--- src/hw/rtl/dwvd_pkg.sv ---
package dwvd_pkg;

  localparam int CAPACITY_DEF = 16;

  localparam int KIND_W   = 3;
  localparam int VAL_W    = 32;
  localparam int STATUS_W = 2;
  localparam int RCNT_W   = 5;

  localparam logic [KIND_W-1:0] KIND_PUSH_FRONT = 3'd0;
  localparam logic [KIND_W-1:0] KIND_PUSH_BACK  = 3'd1;
  localparam logic [KIND_W-1:0] KIND_DUMP_FWD   = 3'd2;
  localparam logic [KIND_W-1:0] KIND_DUMP_BWD   = 3'd3;
  localparam logic [KIND_W-1:0] KIND_REMOVE     = 3'd4;
  localparam logic [KIND_W-1:0] KIND_CLEAR      = 3'd5;

  localparam logic [STATUS_W-1:0] ST_OK        = 2'd0;
  localparam logic [STATUS_W-1:0] ST_EMPTY     = 2'd1;
  localparam logic [STATUS_W-1:0] ST_FULL      = 2'd2;
  localparam logic [STATUS_W-1:0] ST_NOT_FOUND = 2'd3;

  localparam logic [RCNT_W-1:0] RCNT_MAX = 5'd31;

  // Commands from the controller to the datapath.
  typedef struct packed {
    logic                push_front;
    logic                push_back;
    logic                clear_all;
    logic                single;
    logic [STATUS_W-1:0] single_status;
    logic                walk_start;
    logic                walk_back;
    logic                rd_issue;
    logic                dump_move;
    logic                rmv_move;
    logic                rmv_finish;
  } dwvd_cmd_t;

  // Status from the datapath to the controller.
  typedef struct packed {
    logic empty;
    logic full;
    logic out_free;
    logic rd_valid;
    logic rd_last;
    logic all_issued;
  } dwvd_sts_t;

endpackage

--- src/hw/rtl/dwvd_ctrl.sv ---
module dwvd_ctrl import dwvd_pkg::*; (
  input  logic              clk,
  input  logic              rst_n,
  input  logic              in_valid,
  output logic              in_stall,
  input  logic [KIND_W-1:0] in_kind,
  input  dwvd_sts_t         sts,
  output dwvd_cmd_t         cmd
);

  localparam logic [1:0] S_IDLE    = 2'd0;
  localparam logic [1:0] S_DUMP    = 2'd1;
  localparam logic [1:0] S_RMV     = 2'd2;
  localparam logic [1:0] S_RMV_END = 2'd3;

  logic [1:0] state_r, state_nxt;
  logic       dir_r, dir_nxt;
  logic       accept;

  assign in_stall = (state_r != S_IDLE) || !sts.out_free;
  assign accept   = in_valid && !in_stall;

  always_comb begin
    cmd       = '0;
    state_nxt = state_r;
    dir_nxt   = dir_r;
    unique case (state_r)
      S_IDLE: begin
        if (accept) begin
          unique case (in_kind)
            KIND_PUSH_FRONT, KIND_PUSH_BACK: begin
              cmd.single = 1'b1;
              if (sts.full) begin
                cmd.single_status = ST_FULL;
              end else begin
                cmd.single_status = ST_OK;
                cmd.push_front    = (in_kind == KIND_PUSH_FRONT);
                cmd.push_back     = (in_kind == KIND_PUSH_BACK);
              end
            end
            KIND_DUMP_FWD, KIND_DUMP_BWD: begin
              if (sts.empty) begin
                cmd.single        = 1'b1;
                cmd.single_status = ST_EMPTY;
              end else begin
                cmd.walk_start = 1'b1;
                dir_nxt        = (in_kind == KIND_DUMP_BWD);
                state_nxt      = S_DUMP;
              end
            end
            KIND_REMOVE: begin
              if (sts.empty) begin
                cmd.single        = 1'b1;
                cmd.single_status = ST_EMPTY;
              end else begin
                cmd.walk_start = 1'b1;
                dir_nxt        = 1'b0;
                state_nxt      = S_RMV;
              end
            end
            KIND_CLEAR: begin
              cmd.single = 1'b1;
              if (sts.empty) begin
                cmd.single_status = ST_EMPTY;
              end else begin
                cmd.single_status = ST_OK;
                cmd.clear_all     = 1'b1;
              end
            end
            default: begin
              // Unused kinds are taken and dropped without a result.
            end
          endcase
        end
      end
      S_DUMP: begin
        cmd.walk_back = dir_r;
        cmd.dump_move = sts.rd_valid && sts.out_free;
        cmd.rd_issue  = !sts.all_issued && (!sts.rd_valid || cmd.dump_move);
        if (cmd.dump_move && sts.rd_last) begin
          state_nxt = S_IDLE;
        end
      end
      S_RMV: begin
        // The compare stage never stalls, so reads stream one per cycle.
        cmd.rmv_move = sts.rd_valid;
        cmd.rd_issue = !sts.all_issued;
        if (cmd.rmv_move && sts.rd_last) begin
          state_nxt = S_RMV_END;
        end
      end
      S_RMV_END: begin
        if (sts.out_free) begin
          cmd.rmv_finish = 1'b1;
          state_nxt      = S_IDLE;
        end
      end
      default: begin
        state_nxt = S_IDLE;
      end
    endcase
  end

  always_ff @(posedge clk) begin
    if (!rst_n) begin
      state_r <= S_IDLE;
      dir_r   <= 1'b0;
    end else begin
      state_r <= state_nxt;
      dir_r   <= dir_nxt;
    end
  end

endmodule

--- src/hw/rtl/dwvd_dp.sv ---
module dwvd_dp import dwvd_pkg::*; #(
  parameter int CAPACITY = CAPACITY_DEF
) (
  input  logic                       clk,
  input  logic                       rst_n,
  input  dwvd_cmd_t                  cmd,
  output dwvd_sts_t                  sts,
  input  logic signed [VAL_W-1:0]    in_value,
  output logic                       out_valid,
  input  logic                       out_stall,
  output logic [STATUS_W-1:0]        out_status,
  output logic signed [VAL_W-1:0]    out_entry_value,
  output logic [RCNT_W-1:0]          out_removed_count,
  output logic                       out_last
);

  localparam int IW = (CAPACITY > 1) ? $clog2(CAPACITY) : 1;
  localparam int CW = $clog2(CAPACITY + 1);
  localparam int SW = IW + 1;

  logic [IW-1:0] head_r, head_nxt;
  logic [CW-1:0] count_r, count_nxt;
  logic [CW-1:0] issue_r, issue_nxt;
  logic [CW-1:0] kept_r, kept_nxt;
  logic          rdv_r, rdv_nxt;
  logic          rd_last_r;

  logic signed [VAL_W-1:0] mem [CAPACITY];
  logic signed [VAL_W-1:0] rd_data_r;
  logic signed [VAL_W-1:0] match_r;

  logic                    wr_en;
  logic [IW-1:0]           wr_addr;
  logic signed [VAL_W-1:0] wr_data;
  logic [CW-1:0]           rd_off;
  logic [IW-1:0]           rd_addr;
  logic [CW-1:0]           gone;

  logic                       out_valid_r, out_valid_nxt;
  logic [STATUS_W-1:0]        out_status_r;
  logic signed [VAL_W-1:0]    out_entry_r;
  logic [RCNT_W-1:0]          out_rcnt_r;
  logic                       out_last_r;

  // Position of an offset from the head, wrapping round the ring.
  function automatic logic [IW-1:0] ring_pos(input logic [IW-1:0] base,
                                             input logic [CW-1:0] off);
    logic [SW-1:0] sum;
    begin
      sum = {1'b0, base} + SW'(off);
      if (sum >= SW'(CAPACITY)) begin
        sum = sum - SW'(CAPACITY);
      end
      return sum[IW-1:0];
    end
  endfunction

  assign rd_off  = cmd.walk_back ? (count_r - issue_r - CW'(1)) : issue_r;
  assign rd_addr = ring_pos(head_r, rd_off);
  assign gone    = count_r - kept_r;

  always_comb begin
    head_nxt  = head_r;
    count_nxt = count_r;
    issue_nxt = issue_r;
    kept_nxt  = kept_r;
    wr_en     = 1'b0;
    wr_addr   = ring_pos(head_r, count_r);
    wr_data   = in_value;

    priority if (cmd.push_front) begin
      head_nxt  = (head_r == '0) ? IW'(CAPACITY - 1) : head_r - IW'(1);
      wr_en     = 1'b1;
      wr_addr   = head_nxt;
      count_nxt = count_r + CW'(1);
    end else if (cmd.push_back) begin
      wr_en     = 1'b1;
      count_nxt = count_r + CW'(1);
    end else if (cmd.clear_all) begin
      head_nxt  = '0;
      count_nxt = '0;
    end else if (cmd.rmv_finish) begin
      count_nxt = kept_r;
    end else if (cmd.rmv_move && (rd_data_r != match_r)) begin
      // Survivors are packed down behind the read pointer in order.
      wr_en    = 1'b1;
      wr_addr  = ring_pos(head_r, kept_r);
      wr_data  = rd_data_r;
      kept_nxt = kept_r + CW'(1);
    end else begin
      wr_en = 1'b0;
    end

    if (cmd.walk_start) begin
      issue_nxt = '0;
      kept_nxt  = '0;
    end else if (cmd.rd_issue) begin
      issue_nxt = issue_r + CW'(1);
    end

    if (cmd.rd_issue) begin
      rdv_nxt = 1'b1;
    end else if (cmd.dump_move || cmd.rmv_move) begin
      rdv_nxt = 1'b0;
    end else begin
      rdv_nxt = rdv_r;
    end

    if (cmd.single || cmd.dump_move || cmd.rmv_finish) begin
      out_valid_nxt = 1'b1;
    end else if (!out_stall) begin
      out_valid_nxt = 1'b0;
    end else begin
      out_valid_nxt = out_valid_r;
    end
  end

  always_ff @(posedge clk) begin
    if (wr_en) begin
      mem[wr_addr] <= wr_data;
    end
    if (cmd.rd_issue) begin
      rd_data_r <= mem[rd_addr];
      rd_last_r <= (issue_r + CW'(1) == count_r);
    end
    if (cmd.walk_start) begin
      match_r <= in_value;
    end
  end

  always_ff @(posedge clk) begin
    if (cmd.single) begin
      out_status_r <= cmd.single_status;
      out_entry_r  <= '0;
      out_rcnt_r   <= '0;
      out_last_r   <= 1'b1;
    end else if (cmd.dump_move) begin
      out_status_r <= ST_OK;
      out_entry_r  <= rd_data_r;
      out_rcnt_r   <= '0;
      out_last_r   <= rd_last_r;
    end else if (cmd.rmv_finish) begin
      out_status_r <= (gone == '0) ? ST_NOT_FOUND : ST_OK;
      out_entry_r  <= '0;
      out_rcnt_r   <= (32'(gone) > 32'(RCNT_MAX)) ? RCNT_MAX : RCNT_W'(gone);
      out_last_r   <= 1'b1;
    end
  end

  always_ff @(posedge clk) begin
    if (!rst_n) begin
      head_r      <= '0;
      count_r     <= '0;
      issue_r     <= '0;
      kept_r      <= '0;
      rdv_r       <= 1'b0;
      out_valid_r <= 1'b0;
    end else begin
      head_r      <= head_nxt;
      count_r     <= count_nxt;
      issue_r     <= issue_nxt;
      kept_r      <= kept_nxt;
      rdv_r       <= rdv_nxt;
      out_valid_r <= out_valid_nxt;
    end
  end

  assign sts.empty      = (count_r == '0);
  assign sts.full       = (count_r == CW'(CAPACITY));
  assign sts.out_free   = !out_valid_r || !out_stall;
  assign sts.rd_valid   = rdv_r;
  assign sts.rd_last    = rd_last_r;
  assign sts.all_issued = (issue_r == count_r);

  assign out_valid         = out_valid_r;
  assign out_status        = out_status_r;
  assign out_entry_value   = out_entry_r;
  assign out_removed_count = out_rcnt_r;
  assign out_last          = out_last_r;

endmodule

--- src/hw/rtl/deque_with_value_delete.sv ---
// Push, clear and any item on an empty store: the result word is registered on acceptance.
// Dump: one word per cycle unless out_stall holds, from the ring memory's single read port.
// Remove: one entry read and compared per cycle while survivors are packed.
// A new item waits until the previous item's last word has loaded and out_stall is low.
// Reset (rst_n low, synchronous) empties the store and zeroes the head; the entry
// memory itself is not cleared and is never read before it is written.
module deque_with_value_delete import dwvd_pkg::*; #(
  parameter int CAPACITY = CAPACITY_DEF
) (
  input  logic                    clk,
  input  logic                    rst_n,
  input  logic                    in_valid,
  output logic                    in_stall,
  input  logic [KIND_W-1:0]       in_kind,
  input  logic signed [VAL_W-1:0] in_value,
  output logic                    out_valid,
  input  logic                    out_stall,
  output logic [STATUS_W-1:0]     out_status,
  output logic signed [VAL_W-1:0] out_entry_value,
  output logic [RCNT_W-1:0]       out_removed_count,
  output logic                    out_last
);

  dwvd_cmd_t cmd;
  dwvd_sts_t sts;

  dwvd_ctrl u_ctrl (
    .clk      (clk),
    .rst_n    (rst_n),
    .in_valid (in_valid),
    .in_stall (in_stall),
    .in_kind  (in_kind),
    .sts      (sts),
    .cmd      (cmd)
  );

  dwvd_dp #(
    .CAPACITY (CAPACITY)
  ) u_dp (
    .clk               (clk),
    .rst_n             (rst_n),
    .cmd               (cmd),
    .sts               (sts),
    .in_value          (in_value),
    .out_valid         (out_valid),
    .out_stall         (out_stall),
    .out_status        (out_status),
    .out_entry_value   (out_entry_value),
    .out_removed_count (out_removed_count),
    .out_last          (out_last)
  );

  // A push is only ever carried out when there is room.
  a_push_room: assert property (@(posedge clk) disable iff (!rst_n)
    (cmd.push_front || cmd.push_back) |-> !sts.full)
    else $error("push carried out on a full store");

  // No read is issued beyond the live entries.
  a_read_bound: assert property (@(posedge clk) disable iff (!rst_n)
    cmd.rd_issue |-> !sts.all_issued)
    else $error("read issued past the last entry");

  // Any word loaded into the output register finds it free.
  a_out_free: assert property (@(posedge clk) disable iff (!rst_n)
    (cmd.single || cmd.dump_move || cmd.rmv_finish) |-> sts.out_free)
    else $error("output word overwritten while held");

  // A dump or remove word moves only from a filled read stage.
  a_move_valid: assert property (@(posedge clk) disable iff (!rst_n)
    (cmd.dump_move || cmd.rmv_move) |-> sts.rd_valid)
    else $error("read stage consumed while empty");

endmodule
--- config.mk ---
export PLATFORM = sky130hd
export DESIGN_NAME = deque_with_value_delete
export DESIGN_NICKNAME = d
export VERILOG_FILES = /design/src/hw/rtl/dwvd_pkg.sv /design/src/hw/rtl/dwvd_ctrl.sv /design/src/hw/rtl/dwvd_dp.sv /design/src/hw/rtl/deque_with_value_delete.sv
export SDC_FILE = /design/constraint.sdc
export NUM_CORES = 1
export LEC_CHECK = 0
export BUFFER_PORTS_ARGS = -buffer_cell sky130_fd_sc_hd__buf_4
export CAP_MARGIN = 20
export CORE_MARGIN = 1
export CORE_UTILIZATION = 40
export CTS_BUF_LIST = sky130_fd_sc_hd__clkbuf_4 sky130_fd_sc_hd__clkbuf_8
export DETAILED_ROUTE_END_ITERATION = 8
export GPL_ROUTABILITY_DRIVEN = 0
export GPL_TIMING_DRIVEN = 0
export PLACE_DENSITY_LB_ADDON = 0.3
export SLEW_MARGIN = 20
export SYNTH_ARGS = -nofsm -noshare
export SYNTH_HDL_FRONTEND = slang
export SYNTH_SLANG_ARGS = --single-unit
--- constraint.sdc ---
create_clock -name clk -period 6.93 [get_ports clk]
set_clock_uncertainty 0.05 [all_clocks]
set_input_delay 0.3465 -clock clk [delete_from_list [all_inputs] [get_ports clk]]
set_output_delay 0.3465 -clock clk [all_outputs]
set_load 0.01 [all_outputs]
Word-level counts from Yosys, hierarchy flattened --
Memories as Yosys holds them, arrays and structs flattened. A register that Yosys moved wholly into a read port is not among the register bits. Index checks and enable logic that the tools add are counted.
Storage, ports and cells: register bits 97, bits in writable memories 512, input port bits 39, output and inout port bits 42, logic and storage cells 167, memories kept 1
Memories:
- u_dp.mem | words 16, width 32, read ports 1, clocked after memory_dff 1, write ports 1, line dwvd_dp.sv:28 | logic signed [VAL_W-1:0] mem [CAPACITY];
Operators by class: add/sub/neg operators 13, order comparisons 3, eq/ne operators 23, muxes and demuxes 69, bitwise operators 5, reduce and logical (&&, ||, !) cells 39
Operators with widths (number):
- 2-to-1 mux 32 bit | 7
- 2-to-1 mux 4 bit | 12
- inequality test 32 bit | 1
- 2-to-1 mux 2 bit | 13
- 2-to-1 mux 5 bit | 5
- 2-to-1 mux 1 bit | 24
- subtractor 4 x 1 -> 4 bit (second input constant) | 4
- adder 4 x 5 -> 5 bit | 3
- adder 5 x 1 -> 5 bit (second input constant) | 3
- greater-or-equal comparator 5 bit (second input constant) | 3
- 2-to-1 mux 7 bit | 2
- inequality test 2 x 1 -> 1 bit (second input constant) | 6
- equality test 5 bit | 2
- zero test 5 bit | 2
- AND reduction 5 bit | 2
- nonzero test 2 bit | 5
- subtractor 5 bit | 2
- inequality test 3 bit (second input constant) | 3
- case mux 3 bit (3 select lines) | 1
- case mux 2 bit (4 select lines) | 1
- OR reduction 2 bit | 4
- AND reduction 7 bit | 1
- equality test 3 x 2 -> 1 bit (second input constant) | 2
- equality test 3 bit (second input constant) | 2
- 20 further kinds | 42

Logic depth before layout (Yosys ltp) --
Gate-level depths: netlist of the first run.
depth in word-level cells 13, gate-level depth with buffers 12, depth with buffers taken out 11

Cells and area by module --
A second synthesis of the first run with hierarchy kept.
Unflattened totals: cell total of the unflattened synthesis 1266, area total of the unflattened synthesis 25549.5 sq um
By module, submodules not included:
- dwvd_dp | instances 1, cells an instance 1212, area each 25130.4 sq um, seq. area each 18567.8 sq um
- dwvd_ctrl | instances 1, cells an instance 54, area each 419.2 sq um, seq. area each 60.1 sq um

Least setup slack after synthesis of the first run --
No wires, ideal clock.
kind register to register, start register u_dp.count_r[1], end memory u_dp.mem[10][0], enable pin, setup time 461 ps, data arrival time 4407 ps, required time 6419 ps, slack 2011 ps, stages on the path, launching flop included 10, buffers on the path 0, period minus slack after synthesis 4919 ps, cell sequence dfxtp_1 > inv_1 > ha_1 > or4b_4 > nand4_4 > nand4_2 > a21o_1 > a21oi_2 > o211ai_2 > nor3_1
Between the ends: word-level cells in the longest chain between the ends 10, elaborated cells on any way between the ends 22, those cells by class 2 x add/sub; 1 x order compare; 1 x eq/ne; 17 x mux; 1 x reduce/logical
RTL lines:
- start: declaration | line dwvd_dp.sv:22 | logic [CW-1:0] count_r, count_nxt;
- start signal: assignment | line dwvd_dp.sv:160 | count_r <= count_nxt;
- branches (longest 10 deep; another with adder 4 x 5 -> 5 bit)
- end: declaration | line dwvd_dp.sv:28
Parallel ways; which one is timed is not known.

Final worst setup path of the first run --
start register u_dp.count_r[1], end register u_dp.rd_data_r[20], read port of u_dp.mem, data pin
Between the ends: word-level cells in the longest chain between the ends 6, elaborated cells on any way between the ends 11, those cells by class 4 x add/sub; 1 x order compare; 1 x eq/ne; 3 x mux; 2 x reduce/logical
RTL lines:
- subtractor 5 bit | line dwvd_dp.sv:58 | assign rd_off = cmd.walk_back ? (count_r - issue_r - CW'(1)) : issue_r;
- subtractor 5 x 1 -> 5 bit | line dwvd_dp.sv:58
- 2-to-1 mux 5 bit | line dwvd_dp.sv:58
- adder 4 x 5 -> 5 bit | line dwvd_dp.sv:50 | sum = {1'b0, base} + SW'(off);
- subtractor 4 x 1 -> 4 bit / greater-or-equal comparator 5 bit (equally long branches) | line dwvd_dp.sv:52, dwvd_dp.sv:51
- 2-to-1 mux 4 bit | line dwvd_dp.sv:51 | if (sum >= SW'(CAPACITY)) begin
- end: declaration | line dwvd_dp.sv:29 | logic signed [VAL_W-1:0] rd_data_r;
Several ways; a longest one is shown, not always the timed one. A chain may end at the register's enable or synchronous reset.

==> results of run 1 <==
[power breakdown]
part / switching (mW) / leakage [nW] / internal [mW]
logic: 0.496 / 3.40 / 0.420
registers: 0.0425 / 5.71 / 4.33
clock network: 1.51 / 1.07 / 1.68
total: 2.05 / 10.2 / 6.43
[state kept, by name, summed over array words and instances (netlist names)]
name,count
u_dp.mem,512
u_dp.match_r,32
u_dp.out_entry_value,32
u_dp.rd_data_r,32
u_dp.count_r,5
u_dp.issue_r,5
u_dp.kept_r,5
u_dp.out_removed_count,5
u_dp.head_r,4
u_ctrl.state_r,2
u_dp.out_status,2
u_ctrl.dir_r,1
u_dp.out_last,1
u_dp.out_valid,1
u_dp.rd_last_r,1
u_dp.rdv_r,1
[stage by stage]
| stage | total power [mW] | cells | util, % | setup TNS [ns] |
|---|---|---|---|---|
| 2_1_floorplan | 5.04 | 1268 | - | 0 |
| 3_3_place_gp | 5.31 | 2192 | 43.1 | -1041.95 |
| 3_5_place_dp | 5.36 | 2281 | 44.4 | 0 |
| 4_1_cts | 8.56 | 2506 | 48.2 | 0 |
| 5_1_grt | 8.79 | 2506 | 48.2 | 0 |
| 6_report | 8.48 | 2506 | 48.2 | 0 |
[per-layer routing]
| layer | routed length (µm) | up-vias | part of all wire [%] |
|---|---|---|---|
| met5 | 0 | - | 0 |
| met4 | 1680 | 0 | 2.6 |
| met3 | 4650 | 98 | 7.3 |
| met2 | 30400 | 547 | 48 |
| met1 | 26800 | 7122 | 42 |
| li1 | - | 5829 | - |
[worst paths after layout]
check	startpoint	to	slack [ns]	cells after the start
worst max-delay path	u_dp.count_r[1]	u_dp.rd_data_r[20]	2.12	9
worst min-delay path	in_valid	u_dp.count_r[0]	0.07	4
worst max register to register	u_dp.count_r[1]	u_dp.rd_data_r[20]	2.12	9
worst min register to register	u_dp.out_removed_count[4]	u_dp.out_removed_count[4]	0.41	2
[critical path, delay by kind of cell, from the launching register on]
kind / cells / cell delay [ns]
buffers and inverters: 4 / 1.67
AO/OA/AOI/OAI: 1 / 0.27
multiplexers: 2 / 0.92
adder cells (fa/ha/maj): 2 / 1.04
flip-flops: 1 / 0.58
[final cells by class]
class	instances	area [µm²]	share of cell area, %
plain buffers	59	312	1.02
flip-flops and latches	641	18600	61.2
clock inverters	51	317	1.04
well taps	846	1060	3.48
multi-input cells	545	6670	21.9
clock buffers	139	1700	5.59
inverters	23	86.3	0.284
repair buffers	202	1670	5.50
[placed cells by master (no fill, tap or decap), types with 12 or more instances in the layout]
cell,netlist,final
inv_1,23,22
clkbuf_1,41,34
nor2_1,30,30
a22o_1,29,29
dfxtp_1,62,62
edfxtp_1,579,579
buf_4,6,158
clkbuf_8,0,105
nand4_1,14,14
nor3_2,0,16
clkinv_2,0,14
xor2_1,12,12
mux4_2,160,160
a21oi_1,21,21
clkinv_1,0,30
xnor2_1,50,50
o21ai_0,17,17
nand3_1,15,15
dlygate4sd3_1,0,35
buf_6,7,20
clkbuf_4,0,34
ha_1,27,27
mux2_2,33,33
nand2_1,30,30
[logic make-up after synthesis]
group	Yosys count	synth area share, %
buffers and inverters	82	1.52
muxes	198	15.7
DFF	641	72.8
xor gates and xnor gates	62	2.12
adders and majority gates	32	1.71
and+or+nand+nor	145	3.00
AOI/OAI and AO/OA	108	3.14
==> results.json, run 1 <==
{
  "grt_pass1_wl_mm": 92.2,
  "vias": 13600,
  "die_y_um": 255,
  "drt_iter0_drc": 1241,
  "cpMaxStageDelayCell": "clkbuf_1",
  "min_path_type": "primary input to flop",
  "dp_hpwl_mm": 44.5,
  "status": "completed",
  "cts.path.max_buffers": 3,
  "drt_first_pass_iters": 8,
  "setup_viol": 0,
  "ir_worst_vdd_v": 0.000175,
  "critPathMaxFanout": 10,
  "hold_ws_ns": 0.0689,
  "fill_cells": 5208,
  "grt-busiest-layer": "met2",
  "ios": 81,
  "tightestPinTransition_ns": 1.06,
  "grt_use_total_pct": 20.0,
  "die-area_um2": 65000,
  "ys_seq_area_share_pct": 72.8,
  "place_area_um2": 28100,
  "grt_max_degree": 21,
  "hold_viol": 0,
  "use_met1_pct": 27.6,
  "wl_per_cell_um": 25.3,
  "cts_tree": "done",
  "use_met3_pct": 4.69,
  "setup_ws_ns": 2.12,
  "synth_edf_count": 579,
  "cts.sinks": 641,
  "max_freq_mhz": 208,
  "synth.most_common_cell": "edfxtp_1",
  "cts-buffers-inserted": 101,
  "path_cells": "inv_1, fa_1, o21ai_0, inv_1, fa_1, clkbuf_1, clkbuf_1, mux4_2, mux4_2",
  "design.final.nets": 1644,
  "avgSynthCellArea_um2": 20.2,
  "finalInstanceArea_um2": 30400,
  "async_flop_share_pct": 0,
  "cts_setup_buffers": 0,
  "layout-drive-gt1-share_pct": 34.7,
  "clock_latency_ns": 0.71,
  "rows": 92,
  "yosys_most_used_dff": "edfxtp_1",
  "htree_levels": 3,
  "slew_violations": 0,
  "overflow": 0,
  "cts_root_buf": "clkbuf_8",
  "via_per_inst": 5.43,
  "wirelength_mm": 63.5,
  "synth_area_um2": 25600,
  "powerDensity_nw_per_um2": 278,
  "grt_setup_unrepaired": "no",
  "grt_pass1_vias": 13800,
  "maxSlewHeadroom_pct": 29.5,
  "yosys-top-cells-count": "579 x edfxtp_1, 160 x mux4_2, 62 x dfxtp_1",
  "p_leak_nw": 10.2,
  "maxCapViolations": 0,
  "core_area_um2": 63200,
  "end_kind": "flop",
  "cts.clk_slew.worst_paths_ns": 0.06,
  "synth_area_leaders": "edfxtp_1 68%, mux4_2 14%, dfxtp_1 4.8%, xnor2_1 1.7%, mux2_2 1.5%",
  "ys_warn_count": 0,
  "diodes": 0,
  "startpoint_type": "flop",
  "start_util_pct": 40.5,
  "critPathArrivalTime_ns": 5.21,
  "ys_ff_latch": 641,
  "fp.dieW_um": 255,
  "antenna_found_initial": 1,
  "required_ns": 7.32,
  "drtAntennaViolNets": 0,
  "use_met2_pct": 31.5,
  "synthDominantCellAreaShare_pct": 67.9,
  "port_buffers": 78,
  "cts_resized": 0,
  "synthCells": 1268,
  "ys_types": 64,
  "yosys.area.top_type": "edfxtp_1",
  "area_growth_pct": 18.9,
  "fin_crit_ns": 4.81,
  "pre_cts_ws_ns": 2.06,
  "cpPeakStageDelay_ns": 0.71,
  "fin_crit_sh_pct": 69.5,
  "crit_type": "flop to flop",
  "drc_errors": 0,
  "syn_nets": 1339,
  "ctsHoldBuffers": 35
}
Note: power is estimated with default switching activity, not from simulation.
==> run 2, diff against run 1 <==
Clock period 6.93 ns to 4 ns, I/O delays scaled along.
==> results.json, run 2 (synthesized netlist as in run 1, its figures left out) <==
{
  "tns_ns": 0,
  "tightestPinTransition_ns": 0.909,
  "dp_hpwl_mm": 44.4,
  "cts_tree": "done",
  "mostFrequentLayoutCells": "579 x edfxtp_1, 160 x mux4_2, 154 x buf_4",
  "cp_common_cell": "buf_4",
  "setup_ws_ns": 0.148,
  "hp-start": "out_stall",
  "grt_pass1_wl_mm": 94.1,
  "multi_input_area_um2": 6950,
  "seq_area_um2": 18600,
  "antenna_found_initial": 1,
  "maxCapViolations": 0,
  "min_path_type": "primary input to flop",
  "reg2reg_setup_slack_ns": 0.15,
  "fin_total_pwr_mw": 14.9,
  "wirelength_mm": 64.6,
  "status": "completed",
  "cts.path.max_buffers": 3,
  "slew_violations": 0,
  "critPathArrivalTime_ns": 4.18,
  "fill_cells": 5142,
  "fin_crit_sh_pct": 96.3,
  "rr_startpoint": "u_dp.count_r[1]",
  "cts-buffers-inserted": 102,
  "end_kind": "flop",
  "crit_type": "flop to flop",
  "drt_iter0_drc": 1432,
  "wl_per_cell_um": 25.6,
  "overflow": 0,
  "area_growth_pct": 22.1,
  "drc_errors": 0,
  "clock_latency_ns": 0.72,
  "grt_use_total_pct": 20.3,
  "setup_viol": 0,
  "powerDensity_nw_per_um2": 476,
  "p_leak_nw": 10.6,
  "rr_endpoint": "u_dp.mem[1][24]",
  "required_ns": 4.33,
  "holdPathStages": 5,
  "largest-register": "u_dp.mem",
  "fin_crit_ns": 3.85,
  "vias": 13700,
  "maxSlewHeadroom_pct": 39.4,
  "ios": 81,
  "critPathTopFamily": "simple AND/OR/NAND/NOR gates",
  "rows": 92,
  "startpoint_type": "flop",
  "ff2ff_path_depth": 12,
  "grt_max_degree": 20,
  "ir_worst_vdd_v": 0.000270,
  "cpPeakStageDelay_ns": 0.53,
  "cpMaxStageDelayCell": "or4b_4",
  "layout_commonest_cell": "edfxtp_1",
  "layout-drive-gt1-share_pct": 37.9,
  "port_buffers": 78,
  "hold_end": "u_dp.out_entry_value[3]",
  "hold_viol": 0,
  "via_per_inst": 5.44,
  "cts.clk_slew.worst_paths_ns": 0.06,
  "start_util_pct": 40.5,
  "design.final.nets": 1662,
  "largest_register_ffs": 512,
  "htree_levels": 3,
  "hold_ws_ns": 0.0449,
  "cts.sinks": 641,
  "max_freq_mhz": 260,
  "path_cells": "inv_2, ha_1, or4b_4, nand4_4, nand4_2, a21o_1, a21oi_4, o211ai_4, nor3_4, buf_4, buf_6, buf_4",
  "grt_pass1_vias": 13700,
  "cp_num_buf_inv": 4,
  "die-area_um2": 65000,
  "core_area_um2": 63200,
  "pre_cts_ws_ns": -0.891,
  "fp.dieW_um": 255,
  "cts_root_buf": "clkbuf_8",
  "drtAntennaViolNets": 0,
  "critPathMaxFanout": 9,
  "drt_first_pass_iters": 5,
  "die_y_um": 255
}
-- run 2: timing repair --
| action | 4_1_cts | 5_1_grt |
|---|---|---|
| setup endpoints to repair | 474 | 291 |
| hold endpoints to repair | 437 | 0 |
| hold buffers | 37 | 0 |
| gates resized for setup | 75 | 35 |
| gates cloned | 0 | 0 |
| pin swaps | 6 | 8 |
| setup buffers | 14 | 13 |
-- run 2: how the worst max path moves through the flow --
stage,from,to,slack (ns),depth (start not counted)
floorplan,u_dp.count_r[1],u_dp.mem[10][0],-0.92,9
finish,u_dp.count_r[1],u_dp.mem[1][24],0.15,12
global route,u_dp.count_r[1],u_dp.mem[1][24],-0.02,12
detailed placement,u_dp.count_r[1],u_dp.rd_data_r[17],-0.89,9
CTS,u_dp.count_r[1],u_dp.mem[7][26],-0.07,11
global placement,u_dp.rd_data_r[25],u_dp.mem[14][20],-5.21,7
-- run 2: where the power goes --
group | internal [mW] | switching [mW] | leakage [nW]
Sequential | 7.50 | 0.0782 | 5.71
Combinational | 0.794 | 0.913 | 3.80
Clock | 3.02 | 2.59 | 1.09
Total | 11.3 | 3.58 | 10.6
-- run 2: per-stage QoR --
step,instance area (µm²),utilization (%),std cells
2_1_floorplan,25600,-,1268
3_3_place_gp,27300,43.1,2192
3_5_place_dp,28200,44.6,2269
4_1_cts,31100,49.2,2507
5_1_grt,31200,49.4,2521
6_report,31200,49.4,2522
-- run 2: routing by layer --
metal / track usage [%] / part of all wire (%) / up-vias
met1: 28.6 / 43 / 7217
met2: 32.6 / 48 / 536
met3: 3.68 / 6.1 / 96
li1: - / - / 5868
met4: 5.49 / 2.2 / 0
met5: 0 / 0 / -
-- run 2: tightest hold or removal path, stage by stage --
cell	delay, ns
buf_4	0.10
a21boi_2	0.10
nand2_1	0.17
a221oi_4	0.07
nor2_1	0.09
-- run 2: layout make-up --
type                            count  share of cell area (%)
Tap cell                          846                    3.39
Antenna cell                        2                  0.0160
Buffer                             59                    1.37
Multi-Input combinational cell    545                    22.2
Clock buffer                      138                    5.54
Timing Repair Buffer              219                    6.48
Sequential cell                   641                    59.6
Inverter                           23                   0.276
Clock inverter                     49                    1.08
==> run 3, diff against run 2 <==
--- a/config.mk
+++ b/config.mk
@@ -12,6 +12,4 @@
 export CTS_BUF_LIST = sky130_fd_sc_hd__clkbuf_4 sky130_fd_sc_hd__clkbuf_8
 export DETAILED_ROUTE_END_ITERATION = 8
-export GPL_ROUTABILITY_DRIVEN = 0
-export GPL_TIMING_DRIVEN = 0
 export PLACE_DENSITY_LB_ADDON = 0.3
 export SLEW_MARGIN = 20
==> constraint.sdc (replaced) <==
create_clock -name clk -period 4 [get_ports clk]
set_clock_uncertainty 0.05 [all_clocks]
set_input_delay 0.8 -clock clk [delete_from_list [all_inputs] [get_ports clk]]
set_output_delay 0.8 -clock clk [all_outputs]
set_load 0.01 [all_outputs]
==> results.json, run 3 (synthesized netlist as in run 1, its figures left out) <==
{
  "use_met3_pct": 3.91,
  "design.final.nets": 1553,
  "seq_power_share_pct": 51.2,
  "rr_startpoint": "u_dp.issue_r[0]",
  "port_buffers": 80,
  "cts_setup_buffers": 0,
  "cpPeakStageDelay_ns": 0.84,
  "grt_pass1_vias": 13500,
  "hold_viol": 0,
  "htree_levels": 3,
  "largest-register": "u_dp.mem",
  "grt_pass1_wl_mm": 88.8,
  "max_freq_mhz": 261,
  "intPower_mw": 11.3,
  "cp_num_buf_inv": 5,
  "drt_iter0_drc": 1135,
  "ir_worst_vdd_v": 0.000260,
  "use_met1_pct": 25.7,
  "wl_per_cell_um": 25.0,
  "tightestPinTransition_ns": 1.02,
  "startpoint_type": "flop",
  "powerDensity_nw_per_um2": 486,
  "largest_register_ffs": 512,
  "clock_latency_ns": 0.70,
  "maxCapViolations": 0,
  "cts_root_buf": "clkbuf_8",
  "mostFrequentLayoutCells": "579 x edfxtp_1, 160 x mux4_2, 126 x buf_4",
  "maxSlewHeadroom_pct": 31.9,
  "pwr-share-comb_pct": 10.8,
  "overflow": 0,
  "ff2ff_path_depth": 11,
  "wirelength_mm": 60.4,
  "grt_max_degree": 44,
  "diodes": 0,
  "setup_viol": 0,
  "core_area_um2": 63200,
  "fin_total_pwr_mw": 14.8,
  "finalInstanceArea_um2": 30500,
  "cts.sinks": 641,
  "drc_errors": 0,
  "grt_setup_unrepaired": "no",
  "use_met2_pct": 31.8,
  "vias": 13100,
  "drt_first_pass_iters": 5,
  "antenna_found_initial": 4,
  "cts.clk_slew.worst_paths_ns": 0.06,
  "grt-busiest-layer": "met2",
  "layout_commonest_cell": "edfxtp_1",
  "reg2reg_setup_slack_ns": 0.16,
  "end_kind": "flop",
  "rr_endpoint": "u_dp.rd_data_r[7]",
  "critical_path_depth": 11,
  "p_leak_nw": 10.1,
  "cp_common_cell": "inv_1",
  "critPathArrivalTime_ns": 4.20,
  "cp-endpoint": "u_dp.rd_data_r[7]",
  "path_cells": "inv_1, ha_1, inv_1, fa_1, o21ai_0, buf_4, inv_1, fa_4, buf_12, mux4_2, mux4_2",
  "fin_crit_sh_pct": 95.9,
  "p_sw_mw": 3.47,
  "die-area_um2": 65000,
  "ios": 81,
  "cts_tree": "done",
  "grt_use_total_pct": 19.3,
  "status": "completed",
  "ctsHoldBuffers": 0,
  "start_util_pct": 40.5,
  "cts.path.max_buffers": 3,
  "rows": 92,
  "fp.dieW_um": 255,
  "cts-buffers-inserted": 103,
  "gp_congestion": 0.805,
  "via_per_inst": 5.41,
  "area_growth_pct": 19.0,
  "pwr-share-clk_pct": 38.1,
  "die_y_um": 255,
  "place_area_um2": 28400,
  "swShare_pct": 23.4,
  "min_path_type": "primary input to flop",
  "fin_crit_ns": 3.84,
  "slew_violations": 0,
  "crit_type": "flop to flop",
  "dp_hpwl_mm": 36.0,
  "required_ns": 4.37,
  "layout-drive-gt1-share_pct": 36.0,
  "critPathMaxFanout": 43,
  "crit_start": "u_dp.issue_r[0]",
  "cts_resized": 0,
  "drtAntennaViolNets": 0,
  "cpMaxStageDelayCell": "fa_4",
  "critPathTopFamily": "adder cells"
}
## run 3: cell count changes in the layout (fill, tap and decap cells not counted), sizes merged
cell | previous run | this run
dlygate4sd3 | 37 | 0
clkbuf | 170 | 145
clkinv | 43 | 38
diode | 2 | 0
buf | 209 | 168
inv | 24 | 26
## run 3: metrics by stage
stage	worst slack (ns)	hold WS (ns)	instances	TNS [ns]	utilization (%)
floorplan	-0.133	0.429	1268	-48.34	-
global placement	0.0894	0.410	2223	0	44.9
detailed placement	0.0492	0.409	2223	0	44.9
CTS	0.0412	0.166	2414	0	48.2
global route	0.0407	0.178	2414	0	48.2
finish	0.164	0.232	2414	0	48.2
## run 3: worst min path at each step
stage | to | depth (start not counted) | slack, ns | from
6_report | u_dp.match_r[1] | 1 | 0.23 | in_value[1]
3_3_place_gp | u_dp.out_removed_count[4] | 2 | 0.41 | u_dp.out_removed_count[4]
2_1_floorplan | u_dp.out_removed_count[3] | 2 | 0.43 | u_dp.out_removed_count[3]
4_1_cts | u_dp.match_r[1] | 1 | 0.17 | in_value[1]
5_1_grt | u_dp.match_r[1] | 1 | 0.18 | in_value[1]
3_5_place_dp | u_dp.out_removed_count[4] | 2 | 0.41 | u_dp.out_removed_count[4]
## run 3: area by class of cell
type | instances | area (µm²)
clock inverters | 46 | 303
inverters | 23 | 86.3
well taps | 846 | 1060
fillers | 5168 | 32700
multi-input cells | 545 | 6820
clock buffers | 145 | 1780
repair buffers | 168 | 1790
flip-flops and latches | 641 | 18600
## run 3: routing by layer
layer  up-vias  share of wire, %  wire length (µm)
met5         -             0.056                34
met4         4               2.3              1400
met3       110               6.2              3720
met2       466                50             30000
met1      6824                42             25300
li1       5653                 -                 -
## run 3: worst reg2reg max path: stages (launching register included)
cell	delay, ns
dfxtp_1	0.33
inv_1	0.05
ha_1	0.21
inv_1	0.08
fa_1	0.41
o21ai_0	0.26
buf_4	0.15
inv_1	0.04
fa_4	0.84
buf_12	0.28
mux4_2	0.41
mux4_2	0.46
## run 3: power by group through the flow
| stage | Sequential [mW] | Clock [mW] | Combinational, mW |
|---|---|---|---|
| floorplan | 7.70 | 0 | 1.05 |
| global placement | 7.70 | 0 | 1.60 |
| detailed placement | 7.71 | 0 | 1.62 |
| CTS | 7.57 | 5.75 | 1.62 |
| global route | 7.58 | 6.06 | 1.72 |
| finish | 7.57 | 5.63 | 1.60 |
